--- src/rtl/core/rgb888_to_lab888_unit_defines.svh ---
// Assertion macros for the rgb888_to_lab888 unit
`ifndef RGB888_TO_LAB888_UNIT_DEFINES_SVH
`define RGB888_TO_LAB888_UNIT_DEFINES_SVH
// Assert that an antecedent implies a consequent in the next cycle
`define R2L_ASSERT_NEXT(lbl, clk, rst_n, ante, cons) \
    lbl: assert property (@(posedge clk) disable iff (!rst_n) (ante) |=> (cons)) \
        else $error("assertion failed");
// Assert that a condition holds at every clock edge out of reset
`define R2L_ASSERT_ALWAYS(lbl, clk, rst_n, cond) \
    lbl: assert property (@(posedge clk) disable iff (!rst_n) (cond)) \
        else $error("assertion failed");
`endif

--- src/rtl/core/r2l_pkg.sv ---
// Package: types, constants and the linearization table for the RGB to Lab unit
package r2l_pkg;

    typedef struct packed {
        logic [7:0] red_level;
        logic [7:0] green_level;
        logic [7:0] blue_level;
    } t_pixel_in;

    typedef struct packed {
        logic [6:0]        lightness;
        logic signed [7:0] green_red_axis;
        logic signed [7:0] blue_yellow_axis;
    } t_pixel_out;

    localparam logic [31:0] CBRT_BIAS = 32'h2a511cd0;

    // linear value in millionths of a percent
    function automatic logic [26:0] lin_micro(input logic [7:0] code);
        logic [26:0] micro;
        micro = '0;
        case (code)
            8'd0: micro = 27'd0; 8'd1: micro = 27'd30353; 8'd2: micro = 27'd60705;
            8'd3: micro = 27'd91058; 8'd4: micro = 27'd121411; 8'd5: micro = 27'd151763;
            8'd6: micro = 27'd182116; 8'd7: micro = 27'd212469; 8'd8: micro = 27'd242822;
            8'd9: micro = 27'd273174; 8'd10: micro = 27'd303527; 8'd11: micro = 27'd334654;
            8'd12: micro = 27'd367651; 8'd13: micro = 27'd402472; 8'd14: micro = 27'd439144;
            8'd15: micro = 27'd477695; 8'd16: micro = 27'd518152; 8'd17: micro = 27'd560539;
            8'd18: micro = 27'd604883; 8'd19: micro = 27'd651209; 8'd20: micro = 27'd699541;
            8'd21: micro = 27'd749903; 8'd22: micro = 27'd802319; 8'd23: micro = 27'd856813;
            8'd24: micro = 27'd913406; 8'd25: micro = 27'd972122; 8'd26: micro = 27'd1032982;
            8'd27: micro = 27'd1096009; 8'd28: micro = 27'd1161225; 8'd29: micro = 27'd1228649;
            8'd30: micro = 27'd1298303; 8'd31: micro = 27'd1370208; 8'd32: micro = 27'd1444384;
            8'd33: micro = 27'd1520851; 8'd34: micro = 27'd1599629; 8'd35: micro = 27'd1680738;
            8'd36: micro = 27'd1764195; 8'd37: micro = 27'd1850022; 8'd38: micro = 27'd1938236;
            8'd39: micro = 27'd2028856; 8'd40: micro = 27'd2121901; 8'd41: micro = 27'd2217388;
            8'd42: micro = 27'd2315337; 8'd43: micro = 27'd2415763; 8'd44: micro = 27'd2518686;
            8'd45: micro = 27'd2624122; 8'd46: micro = 27'd2732089; 8'd47: micro = 27'd2842604;
            8'd48: micro = 27'd2955683; 8'd49: micro = 27'd3071344; 8'd50: micro = 27'd3189603;
            8'd51: micro = 27'd3310477; 8'd52: micro = 27'd3433981; 8'd53: micro = 27'd3560131;
            8'd54: micro = 27'd3688945; 8'd55: micro = 27'd3820437; 8'd56: micro = 27'd3954624;
            8'd57: micro = 27'd4091520; 8'd58: micro = 27'd4231141; 8'd59: micro = 27'd4373503;
            8'd60: micro = 27'd4518620; 8'd61: micro = 27'd4666509; 8'd62: micro = 27'd4817182;
            8'd63: micro = 27'd4970657; 8'd64: micro = 27'd5126946; 8'd65: micro = 27'd5286065;
            8'd66: micro = 27'd5448028; 8'd67: micro = 27'd5612849; 8'd68: micro = 27'd5780543;
            8'd69: micro = 27'd5951124; 8'd70: micro = 27'd6124605; 8'd71: micro = 27'd6301002;
            8'd72: micro = 27'd6480327; 8'd73: micro = 27'd6662594; 8'd74: micro = 27'd6847817;
            8'd75: micro = 27'd7036010; 8'd76: micro = 27'd7227185; 8'd77: micro = 27'd7421357;
            8'd78: micro = 27'd7618538; 8'd79: micro = 27'd7818742; 8'd80: micro = 27'd8021982;
            8'd81: micro = 27'd8228271; 8'd82: micro = 27'd8437621; 8'd83: micro = 27'd8650046;
            8'd84: micro = 27'd8865559; 8'd85: micro = 27'd9084171; 8'd86: micro = 27'd9305896;
            8'd87: micro = 27'd9530747; 8'd88: micro = 27'd9758735; 8'd89: micro = 27'd9989873;
            8'd90: micro = 27'd10224173; 8'd91: micro = 27'd10461648; 8'd92: micro = 27'd10702310;
            8'd93: micro = 27'd10946171; 8'd94: micro = 27'd11193243; 8'd95: micro = 27'd11443537;
            8'd96: micro = 27'd11697067; 8'd97: micro = 27'd11953843; 8'd98: micro = 27'd12213877;
            8'd99: micro = 27'd12477182; 8'd100: micro = 27'd12743768;
            8'd101: micro = 27'd13013648; 8'd102: micro = 27'd13286832;
            8'd103: micro = 27'd13563333; 8'd104: micro = 27'd13843162;
            8'd105: micro = 27'd14126329; 8'd106: micro = 27'd14412847;
            8'd107: micro = 27'd14702727; 8'd108: micro = 27'd14995979;
            8'd109: micro = 27'd15292615; 8'd110: micro = 27'd15592646;
            8'd111: micro = 27'd15896084; 8'd112: micro = 27'd16202938;
            8'd113: micro = 27'd16513219; 8'd114: micro = 27'd16826940;
            8'd115: micro = 27'd17144110; 8'd116: micro = 27'd17464740;
            8'd117: micro = 27'd17788842; 8'd118: micro = 27'd18116424;
            8'd119: micro = 27'd18447499; 8'd120: micro = 27'd18782077;
            8'd121: micro = 27'd19120168; 8'd122: micro = 27'd19461783;
            8'd123: micro = 27'd19806932; 8'd124: micro = 27'd20155625;
            8'd125: micro = 27'd20507874; 8'd126: micro = 27'd20863687;
            8'd127: micro = 27'd21223076; 8'd128: micro = 27'd21586050;
            8'd129: micro = 27'd21952620; 8'd130: micro = 27'd22322796;
            8'd131: micro = 27'd22696587; 8'd132: micro = 27'd23074005;
            8'd133: micro = 27'd23455058; 8'd134: micro = 27'd23839757;
            8'd135: micro = 27'd24228112; 8'd136: micro = 27'd24620133;
            8'd137: micro = 27'd25015828; 8'd138: micro = 27'd25415209;
            8'd139: micro = 27'd25818285; 8'd140: micro = 27'd26225066;
            8'd141: micro = 27'd26635560; 8'd142: micro = 27'd27049779;
            8'd143: micro = 27'd27467731; 8'd144: micro = 27'd27889426;
            8'd145: micro = 27'd28314874; 8'd146: micro = 27'd28744084;
            8'd147: micro = 27'd29177065; 8'd148: micro = 27'd29613827;
            8'd149: micro = 27'd30054379; 8'd150: micro = 27'd30498731;
            8'd151: micro = 27'd30946892; 8'd152: micro = 27'd31398871;
            8'd153: micro = 27'd31854678; 8'd154: micro = 27'd32314321;
            8'd155: micro = 27'd32777810; 8'd156: micro = 27'd33245154;
            8'd157: micro = 27'd33716362; 8'd158: micro = 27'd34191442;
            8'd159: micro = 27'd34670406; 8'd160: micro = 27'd35153260;
            8'd161: micro = 27'd35640014; 8'd162: micro = 27'd36130678;
            8'd163: micro = 27'd36625260; 8'd164: micro = 27'd37123768;
            8'd165: micro = 27'd37626212; 8'd166: micro = 27'd38132601;
            8'd167: micro = 27'd38642943; 8'd168: micro = 27'd39157248;
            8'd169: micro = 27'd39675523; 8'd170: micro = 27'd40197778;
            8'd171: micro = 27'd40724021; 8'd172: micro = 27'd41254261;
            8'd173: micro = 27'd41788507; 8'd174: micro = 27'd42326767;
            8'd175: micro = 27'd42869050; 8'd176: micro = 27'd43415364;
            8'd177: micro = 27'd43965717; 8'd178: micro = 27'd44520119;
            8'd179: micro = 27'd45078578; 8'd180: micro = 27'd45641102;
            8'd181: micro = 27'd46207700; 8'd182: micro = 27'd46778380;
            8'd183: micro = 27'd47353150; 8'd184: micro = 27'd47932018;
            8'd185: micro = 27'd48514994; 8'd186: micro = 27'd49102085;
            8'd187: micro = 27'd49693300; 8'd188: micro = 27'd50288646;
            8'd189: micro = 27'd50888132; 8'd190: micro = 27'd51491767;
            8'd191: micro = 27'd52099557; 8'd192: micro = 27'd52711513;
            8'd193: micro = 27'd53327640; 8'd194: micro = 27'd53947949;
            8'd195: micro = 27'd54572446; 8'd196: micro = 27'd55201140;
            8'd197: micro = 27'd55834039; 8'd198: micro = 27'd56471151;
            8'd199: micro = 27'd57112483; 8'd200: micro = 27'd57758044;
            8'd201: micro = 27'd58407842; 8'd202: micro = 27'd59061884;
            8'd203: micro = 27'd59720179; 8'd204: micro = 27'd60382734;
            8'd205: micro = 27'd61049557; 8'd206: micro = 27'd61720656;
            8'd207: micro = 27'd62396039; 8'd208: micro = 27'd63075714;
            8'd209: micro = 27'd63759687; 8'd210: micro = 27'd64447968;
            8'd211: micro = 27'd65140564; 8'd212: micro = 27'd65837482;
            8'd213: micro = 27'd66538730; 8'd214: micro = 27'd67244316;
            8'd215: micro = 27'd67954247; 8'd216: micro = 27'd68668531;
            8'd217: micro = 27'd69387176; 8'd218: micro = 27'd70110189;
            8'd219: micro = 27'd70837578; 8'd220: micro = 27'd71569350;
            8'd221: micro = 27'd72305513; 8'd222: micro = 27'd73046074;
            8'd223: micro = 27'd73791041; 8'd224: micro = 27'd74540421;
            8'd225: micro = 27'd75294222; 8'd226: micro = 27'd76052450;
            8'd227: micro = 27'd76815115; 8'd228: micro = 27'd77582222;
            8'd229: micro = 27'd78353779; 8'd230: micro = 27'd79129794;
            8'd231: micro = 27'd79910274; 8'd232: micro = 27'd80695226;
            8'd233: micro = 27'd81484657; 8'd234: micro = 27'd82278575;
            8'd235: micro = 27'd83076988; 8'd236: micro = 27'd83879901;
            8'd237: micro = 27'd84687323; 8'd238: micro = 27'd85499261;
            8'd239: micro = 27'd86315721; 8'd240: micro = 27'd87136712;
            8'd241: micro = 27'd87962240; 8'd242: micro = 27'd88792312;
            8'd243: micro = 27'd89626935; 8'd244: micro = 27'd90466117;
            8'd245: micro = 27'd91309865; 8'd246: micro = 27'd92158186;
            8'd247: micro = 27'd93011086; 8'd248: micro = 27'd93868573;
            8'd249: micro = 27'd94730654; 8'd250: micro = 27'd95597335;
            8'd251: micro = 27'd96468625; 8'd252: micro = 27'd97344529;
            8'd253: micro = 27'd98225055; 8'd254: micro = 27'd99110210;
            8'd255: micro = 27'd100000000;
            default: micro = '0;
        endcase
        return micro;
    endfunction

    // linear ROM words: floor(lin * 256 / 1e6), 0..25600, built at elaboration
    function automatic logic [255:0][14:0] build_lin_words();
        logic [255:0][14:0] words;
        words = '0;
        for (int k = 0; k < 256; k++) begin
            words[k] = 15'((64'(lin_micro(8'(k))) * 64'd256) / 64'd1000000);
        end
        return words;
    endfunction

    localparam logic [255:0][14:0] LIN_WORDS = build_lin_words();

    function automatic logic [14:0] lin_word(input logic [7:0] code);
        return LIN_WORDS[code];
    endfunction

endpackage

--- src/rtl/core/r2l_compand.sv ---
// Lab companding pipeline: float image, cube-root bit trick, back to fixed point
module r2l_compand #(
    parameter int FRAC_BITS = 16,
    parameter int TW        = 11 + FRAC_BITS
) (
    input  logic          i_clk,
    input  logic [TW-1:0] i_t,
    output logic [TW-1:0] o_f
);
    import r2l_pkg::*;

    localparam int PW = $clog2(TW);
    localparam logic [TW-1:0] THRESH = TW'((64'd8856 << FRAC_BITS) / 64'd1000000);
    localparam logic [TW-1:0] SLOPE  = TW'((64'd7787037 << FRAC_BITS) / 64'd1000000);
    localparam logic [TW-1:0] OFFSET = TW'((64'd137931 << FRAC_BITS) / 64'd1000000);

    // stage A: leading one, linear segment product
    logic [PW-1:0]   n_p;
    logic [PW-1:0]   r_p;
    logic [TW-1:0]   r_t;
    logic            r_hi;
    logic [2*TW-1:0] r_lin;

    always_comb begin
        n_p = '0;
        for (int k = 0; k < TW; k++) begin
            if (i_t[k]) begin
                n_p = PW'(k);
            end
        end
    end

    always_ff @(posedge i_clk) begin
        r_p   <= n_p;
        r_t   <= i_t;
        r_hi  <= (i_t > THRESH);
        r_lin <= {{TW{1'b0}}, i_t} * {{TW{1'b0}}, SLOPE};
    end

    // stage B: normalize and round to single precision
    logic [31:0]     n_bits;
    logic [31:0]     r_bits;
    logic            r_hi_b;
    logic [TW-1:0]   r_lin_b;

    always_comb begin
        logic [TW+23:0] ext;
        logic [TW+23:0] sh;
        logic [24:0]    m;
        logic           g;
        logic           st;
        logic [8:0]     e;
        ext = {24'd0, r_t};
        sh  = ext << (6'd23 + 6'(TW) - 6'd1 - 6'(r_p));
        // sh holds the value with its leading one at bit TW+22
        m   = {1'b0, sh[TW+22 -: 24]};
        g   = sh[TW-2];
        st  = |sh[TW-3:0];
        if (g && (st || m[0])) begin
            m = m + 25'd1;
        end
        e = 9'(r_p) + 9'd127 - 9'(FRAC_BITS);
        if (m[24]) begin
            e = e + 9'd1;
            m = m >> 1;
        end
        n_bits = {1'b0, e[7:0], m[22:0]};
    end

    always_ff @(posedge i_clk) begin
        r_bits  <= n_bits;
        r_hi_b  <= r_hi;
        r_lin_b <= TW'(r_lin >> FRAC_BITS) + OFFSET;
    end

    // stage C: cube-root approximation on the bit image
    logic [31:0] n_cb;
    logic [31:0] r_cb;
    logic        r_hi_c;
    logic [TW-1:0] r_lin_c;

    always_comb begin
        logic [31:0] v;
        v    = (r_bits >> 2) + (r_bits >> 4);
        v    = v + (v >> 4);
        v    = v + (v >> 8);
        n_cb = v + CBRT_BIAS;
    end

    always_ff @(posedge i_clk) begin
        r_cb    <= n_cb;
        r_hi_c  <= r_hi_b;
        r_lin_c <= r_lin_b;
    end

    // stage D: back to fixed point, select segment
    logic [TW-1:0] n_f;

    always_comb begin
        logic signed [9:0] sh;
        logic [54:0]       mm;
        logic [54:0]       q;
        sh = 10'(r_cb[30:23]) - 10'sd127 - 10'sd23 + 10'(FRAC_BITS);
        mm = {31'd0, 1'b1, r_cb[22:0]};
        if (sh >= 0) begin
            q = mm << ((sh < 31) ? sh[4:0] : 5'd31);
        end else if (-sh >= 32) begin
            q = '0;
        end else begin
            q = mm >> (-sh);
        end
        n_f = r_hi_c ? TW'(q) : r_lin_c;
    end

    always_ff @(posedge i_clk) begin
        o_f <= n_f;
    end
endmodule

--- config.mk ---
export PLATFORM = sky130hd
export DESIGN_NAME = r2l_compand
export DESIGN_NICKNAME = d
export VERILOG_FILES = /design/src/rtl/core/rgb888_to_lab888_unit_defines.svh /design/src/rtl/core/r2l_pkg.sv /design/src/rtl/core/r2l_compand.sv
export SDC_FILE = /design/constraint.sdc
export NUM_CORES = 1
export LEC_CHECK = 0
export ABC_CLOCK_PERIOD_IN_PS = 9800
export BUFFER_PORTS_ARGS = -buffer_cell sky130_fd_sc_hd__buf_2
export CORE_MARGIN = 8
export CORE_UTILIZATION = 38
export DETAILED_ROUTE_END_ITERATION = 10
export PLACE_DENSITY_LB_ADDON = 0.05
export SLEW_MARGIN = 20
export SYNTH_ARGS = -nofsm -noshare
export SYNTH_HDL_FRONTEND = slang
export SYNTH_SLANG_ARGS = --single-unit
--- constraint.sdc ---
create_clock -name i_clk -period 9.8 [get_ports i_clk]
set_input_delay 0.49 -clock i_clk [delete_from_list [all_inputs] [get_ports i_clk]]
set_output_delay 0.49 -clock i_clk [all_outputs]
set_load 0.05 [all_outputs]
==> flow_summary.toml, run 1 <==
[floorplanning]
die_x_um = 276
row_count = 95
die_y_um = 276
initial_core_util = 0.383
dieArea_um2 = 76100
coreArea_um2 = 67000
ios = 55

[yosys]
synth_area_leaders = "fa_1 19%, ha_1 16%, dfxtp_1 16%"
synth_cells = 2850
ys_seq_area_frac = 0.158
synth_top_area_share = 0.186
synthDistinctLibCells = 99
syn_nets = 3451
synth-edff-count = 0
synth_top_family_by_area = "adder cells"
synth-async-reset-ratio = 0
ys_seq_elements = 203
synth_area_um2 = 25700
synth_mux_area_frac = 0.0817
synth_adder_area_share = 0.349
ys.flop_type = "dfxtp_1"
synthXorXnorAreaFrac = 0.0586
yosysMostFrequentCell = "inv_1"
synthSimpleGateAreaFrac = 0.129
yosys-top-cells-count = "355 x inv_1, 335 x ha_1, 238 x fa_1"
yosys_warnings = 0
synth_top_area_cell = "fa_1"
synth_area_per_cell_um2 = 9.01
synth_compound_area_frac = 0.150

[run_status]
status = "completed"

[placed_design]
place_congestion = 0.905
pre_cts_slack_ps = 1850
port_buffers = 54
dpl.hpwl_um = 60200

[detailed_routing]
highest_layer = "met4"
post_drt_wl_per_cell_um = 19.7
drcViolationCount = 0
finalWirelength_um = 73600
ant_nets = 0
routed_via_density = 5.36
met3WireLength_um = 1770
first_pass_iters = 7
wl_met2_um = 36400
met1_length_um = 34100
drtIter0Drc = 1007
via_count = 20000

[final_layout]
layout.nets = 3451
syn2layout_area_growth_pct = 7.11
drive_gt1_frac = 0.0743
nFillCells = 6856
finish.utilization = 0.410
antenna_cells = 0

[timing]
worst_pin_slew_ps = 1050
rsz0062_at_grt = "false"
relSlewSlack = 0.294
slew_viol_final = 0
hold_ws_ps = 229
final.setup.worst_slack_ps = 1820
skew_ps = 17.2
fin_crit_ps = 7980
finalCritPeriodShare = 0.814
fin_setup_tns_ps = 0
fmax_mhz = 125
setup_viol = 0
finalHoldViolCount = 0

[critical_path]
cp_max_fo = 8
cp_top_family = "compound AO/OA/AOI/OAI gates"
startpoint = "r_bits[4]"
crit_slowest_cell = "a211oi_1"
r2r-start = "r_bits[4]"
end_kind = "flip-flop"
cpPeakStageDelay_ps = 780
worstPathArrival_ps = 8460
path_buf_inv = 1
cp_data_required_time_ps = 10280
crit_type = "reg -> reg"
crit_path_start_kind = "flip-flop"

[min_path]
min_path_type = "in -> reg"
holdCritStartpoint = "i_t[1]"

[grt]
grt_pass1_wl_um = 118000
grt-ovfl-total = 0
grt_max_degree = 55
antenna_found_initial = 0
grt_pass1_vias = 21100
grt_usage = 0.195

[cts]
ctsHoldBuffers = 0
root_buffer = "clkbuf_16"
clock_latency_ps = 550
cts_tree = "done"
clockBufferDepth = 3
cts-resized-gates = 0
clk_pin_slew_worst_paths_ps = 70
cts_buffers = 25
cts_sinks = 203
post_cts.repair.setup_buffers = 0
h-tree-depth = 1

[flow_run]
maxCapViolCount = 0
cells by family after synthesis:
kind of cell / after synthesis
DFF: 203
AOI/OAI and AO/OA: 604
xor gates and xnor gates: 171
other: 1
muxes: 157
adders and majority gates: 573
and+or+nand+nor: 684
buffers and inverters: 457
sequential cells by signal, indices dropped and copies added, names as in the netlist:
name,count
r_lin,27
r_lin_b,27
r_p,5
r_hi,1
r_hi_b,1
r_bits,29
r_cb,31
r_lin_c,27
r_hi_c,1
r_t,27
o_f,27
stage by stage:
step / instance area, µm² / std cells
2_1_floorplan: 25700 / 2850
3_3_place_gp: 26600 / 3696
3_5_place_dp: 26600 / 3696
4_1_cts: 27500 / 3738
5_1_grt: 27500 / 3738
6_report: 27500 / 3738
layer usage:
layer  vias up  track usage
met5         -            0
met4         0       0.0408
met3        75       0.0136
met2       307        0.353
met1      9810        0.255
li1       9837            -
layout make-up:
| type | count | area [µm²] | share of cell area |
|---|---|---|---|
| well taps | 873 | 1090 | 0.0397 |
| clock inverters | 10 | 135 | 0.00492 |
| multi-input cells | 2190 | 19700 | 0.718 |
| clock buffers | 32 | 712 | 0.0259 |
| inverters | 358 | 1340 | 0.0489 |
| flip-flops and latches | 203 | 4070 | 0.148 |
| repair buffers | 72 | 405 | 0.0147 |
cells in the final DEF, fill, tap and decap left out, drive strengths merged, types with 14 or more instances in the layout:
master / count
inv: 359
ha: 335
fa: 238
dfxtp: 203
nor2: 202
nand2: 194
a21oi: 180
xnor2: 120
o21ai: 119
mux2i: 95
buf: 72
nand3: 56
xor2: 51
nor3: 40
o21a: 38
a31oi: 38
mux4: 35
a211oi: 33
nand2b: 33
o22ai: 32
nor2b: 32
clkbuf: 32
mux2: 27
nand4: 26
a21o: 25
and2: 21
o211ai: 18
or3: 16
or2: 14
a22oi: 14
path summary, 6_finish.rpt:
| kind | cells past startpoint | slack, ps | endpoint |
|---|---|---|---|
| worst min-delay path | 1 | 230 | r_t[1] |
| worst max register to register | 33 | 1820 | r_cb[28] |
| worst max-delay path | 33 | 1820 | r_cb[28] |
| worst min register to register | 0 | 320 | r_lin_c[5] |
Power of run 1 is left out: the tool's default activity adds up to more than one toggle a clock period on the data nets, which glitch-free logic cannot reach.
==> inputs of run 2 (changes only) <==
--- a/config.mk
+++ b/config.mk
@@ -5,7 +5,7 @@
 export SDC_FILE = /design/constraint.sdc
 export NUM_CORES = 1
 export LEC_CHECK = 0
-export ABC_CLOCK_PERIOD_IN_PS = 9800
+export ABC_CLOCK_PERIOD_IN_PS = 8320
 export BUFFER_PORTS_ARGS = -buffer_cell sky130_fd_sc_hd__buf_2
 export CORE_MARGIN = 8
 export CORE_UTILIZATION = 38
==> constraint.sdc (replaced) <==
create_clock -name i_clk -period 8.32 [get_ports i_clk]
set_input_delay 0.416 -clock i_clk [delete_from_list [all_inputs] [get_ports i_clk]]
set_output_delay 0.416 -clock i_clk [all_outputs]
set_load 0.05 [all_outputs]
==> run 2 against run 1 <==
Net effect: critical path depth is the same; sequential cell count did not move; global-route usage barely moved; register-to-register slack got worse by 1100 ps; clock-buffer cell count increased by 1; first-iteration DRC count is 4.7% higher; routed wire length is 0.18% higher; cell count rose by 0.32%; die area unchanged; highest routed layer unchanged.
==> flow_summary.toml, run 2 (synthesis gave the netlist of run 1 again) <==
[cts]
cts_tree = "done"
clock_latency_ps = 550
root_buffer = "clkbuf_16"
cts_buffers = 26
h-tree-depth = 1
ctsHoldBuffers = 0
cts_sinks = 203
clk_pin_slew_worst_paths_ps = 60
clockBufferDepth = 3

[detailed_routing]
met3WireLength_um = 2400
wl_met2_um = 35900
finalWirelength_um = 73800
ant_nets = 0
highest_layer = "met4"
drcViolationCount = 0
post_drt_wl_per_cell_um = 19.7
met1_length_um = 33200
first_pass_iters = 5
routed_via_density = 5.39
via_count = 20200
drtIter0Drc = 1054

[critical_path]
cp_data_required_time_ps = 8800
r2r.worst_path.cells = 33
end_kind = "flip-flop"
path_buf_inv = 1
worstPathArrival_ps = 8080
r2r_slack_ps = 730
reg2reg_to = "r_cb[28]"
crit_slowest_cell = "or4_1"
crit_type = "reg -> reg"
crit_path_start_kind = "flip-flop"
cp_max_fo = 6
cpPeakStageDelay_ps = 580
cp_top_family = "compound AO/OA/AOI/OAI gates"
r2r-start = "r_bits[4]"

[final_layout]
top_regs = "r_cb (31), r_bits (29)"
syn2layout_area_growth_pct = 7.73
layout.nets = 3458
top_register = "r_cb"
layout_common_cells = "355 x inv_1, 335 x ha_1, 238 x fa_1"
final_common_cell = "inv_1"
antenna_cells = 0
drive_gt1_frac = 0.0789
largest_reg_flops = 31

[placed_design]
port_buffers = 54
dpl.hpwl_um = 60300
place_congestion = 0.897

[grt]
grt_usage = 0.195
antenna_found_initial = 0
grt-ovfl-total = 0
grt_max_degree = 55
grt_pass1_vias = 21300
grt_pass1_wl_um = 118000

[timing]
relSlewSlack = 0.321
fmax_mhz = 132
slew_viol_final = 0
finalHoldViolCount = 0
skew_ps = 20.6
setup_viol = 0
rsz0062_at_grt = "false"
fin_crit_ps = 7590
worst_pin_slew_ps = 1020
fin_setup_tns_ps = 0
finalCritPeriodShare = 0.912

[min_path]
min_path_type = "in -> reg"
holdCritStartpoint = "i_t[1]"
hold_depth = 1
hold_path_end = "r_t[1]"

[run_status]
status = "completed"

[floorplanning]
row_count = 95
die_y_um = 276
ios = 55
dieArea_um2 = 76100
initial_core_util = 0.383
die_x_um = 276
coreArea_um2 = 67000

[flow_run]
maxCapViolCount = 0
==> run 2: cell types whose count changed in the layout (fill, tap and decap cells not counted), moves of 2 or more <==
| cell | previous run | this run |
|---|---|---|
| bufinv_16 | 2 | 4 |
| clkinv_2 | 0 | 3 |
| clkinvlp_4 | 5 | 2 |
| buf_4 | 18 | 24 |
==> run 2: timing repair <==
item	4_1_cts	5_1_grt
resized for setup	0	4
setup endpoints to repair	0	6
setup buffers	0	1
==> run 2: metrics by stage <==
stage / utilization / cell area [µm²] / setup WS (ps) / std cells / hold WS, ps
floorplan: - / 25700 / 1390 / 2850 / 310
global placement: 0.398 / 26700 / 465 / 3701 / 310
detailed placement: 0.398 / 26700 / 362 / 3701 / 312
CTS: 0.412 / 27600 / 323 / 3749 / 141
global route: 0.412 / 27700 / 32.2 / 3750 / 150
finish: 0.412 / 27700 / 730 / 3750 / 164
==> run 2: cell type report <==
| class | instances | area (µm²) |
|---|---|---|
| multi-input cells | 2190 | 19800 |
| inverters | 358 | 1340 |
| clock buffers | 33 | 727 |
| clock inverters | 15 | 213 |
| fillers | 6825 | 39400 |
| repair buffers | 78 | 450 |
| well taps | 873 | 1090 |
| flip-flops and latches | 203 | 4070 |
==> run 2: worst max path at each step <==
stage	startpoint	endpoint	slack, ps	depth (start not counted)
3_5_place_dp	r_bits[3]	r_cb[28]	360	32
6_report	r_bits[4]	r_cb[28]	730	33
2_1_floorplan	r_bits[3]	r_cb[28]	1390	32
3_3_place_gp	r_bits[5]	r_cb[28]	470	32
5_1_grt	r_bits[4]	r_cb[28]	30	34
4_1_cts	r_bits[5]	r_cb[28]	320	32
==> run 2: per-layer routing <==
layer,vias up,global-route usage
met5,-,0
met4,0,0.0564
met3,108,0.0180
met2,370,0.347
met1,9833,0.251
li1,9885,-
==> run 2: worst register-to-register path, delay by kind of cell, from the launching register on <==
family          cells  cell delay (ps)
xor+xnor            1              270
buf+inv             1               60
simple gates        9             1730
fa+ha+maj           5             1500
flops               1              330
compound gates     17             3640
Power of run 2 is left out for the same reason.
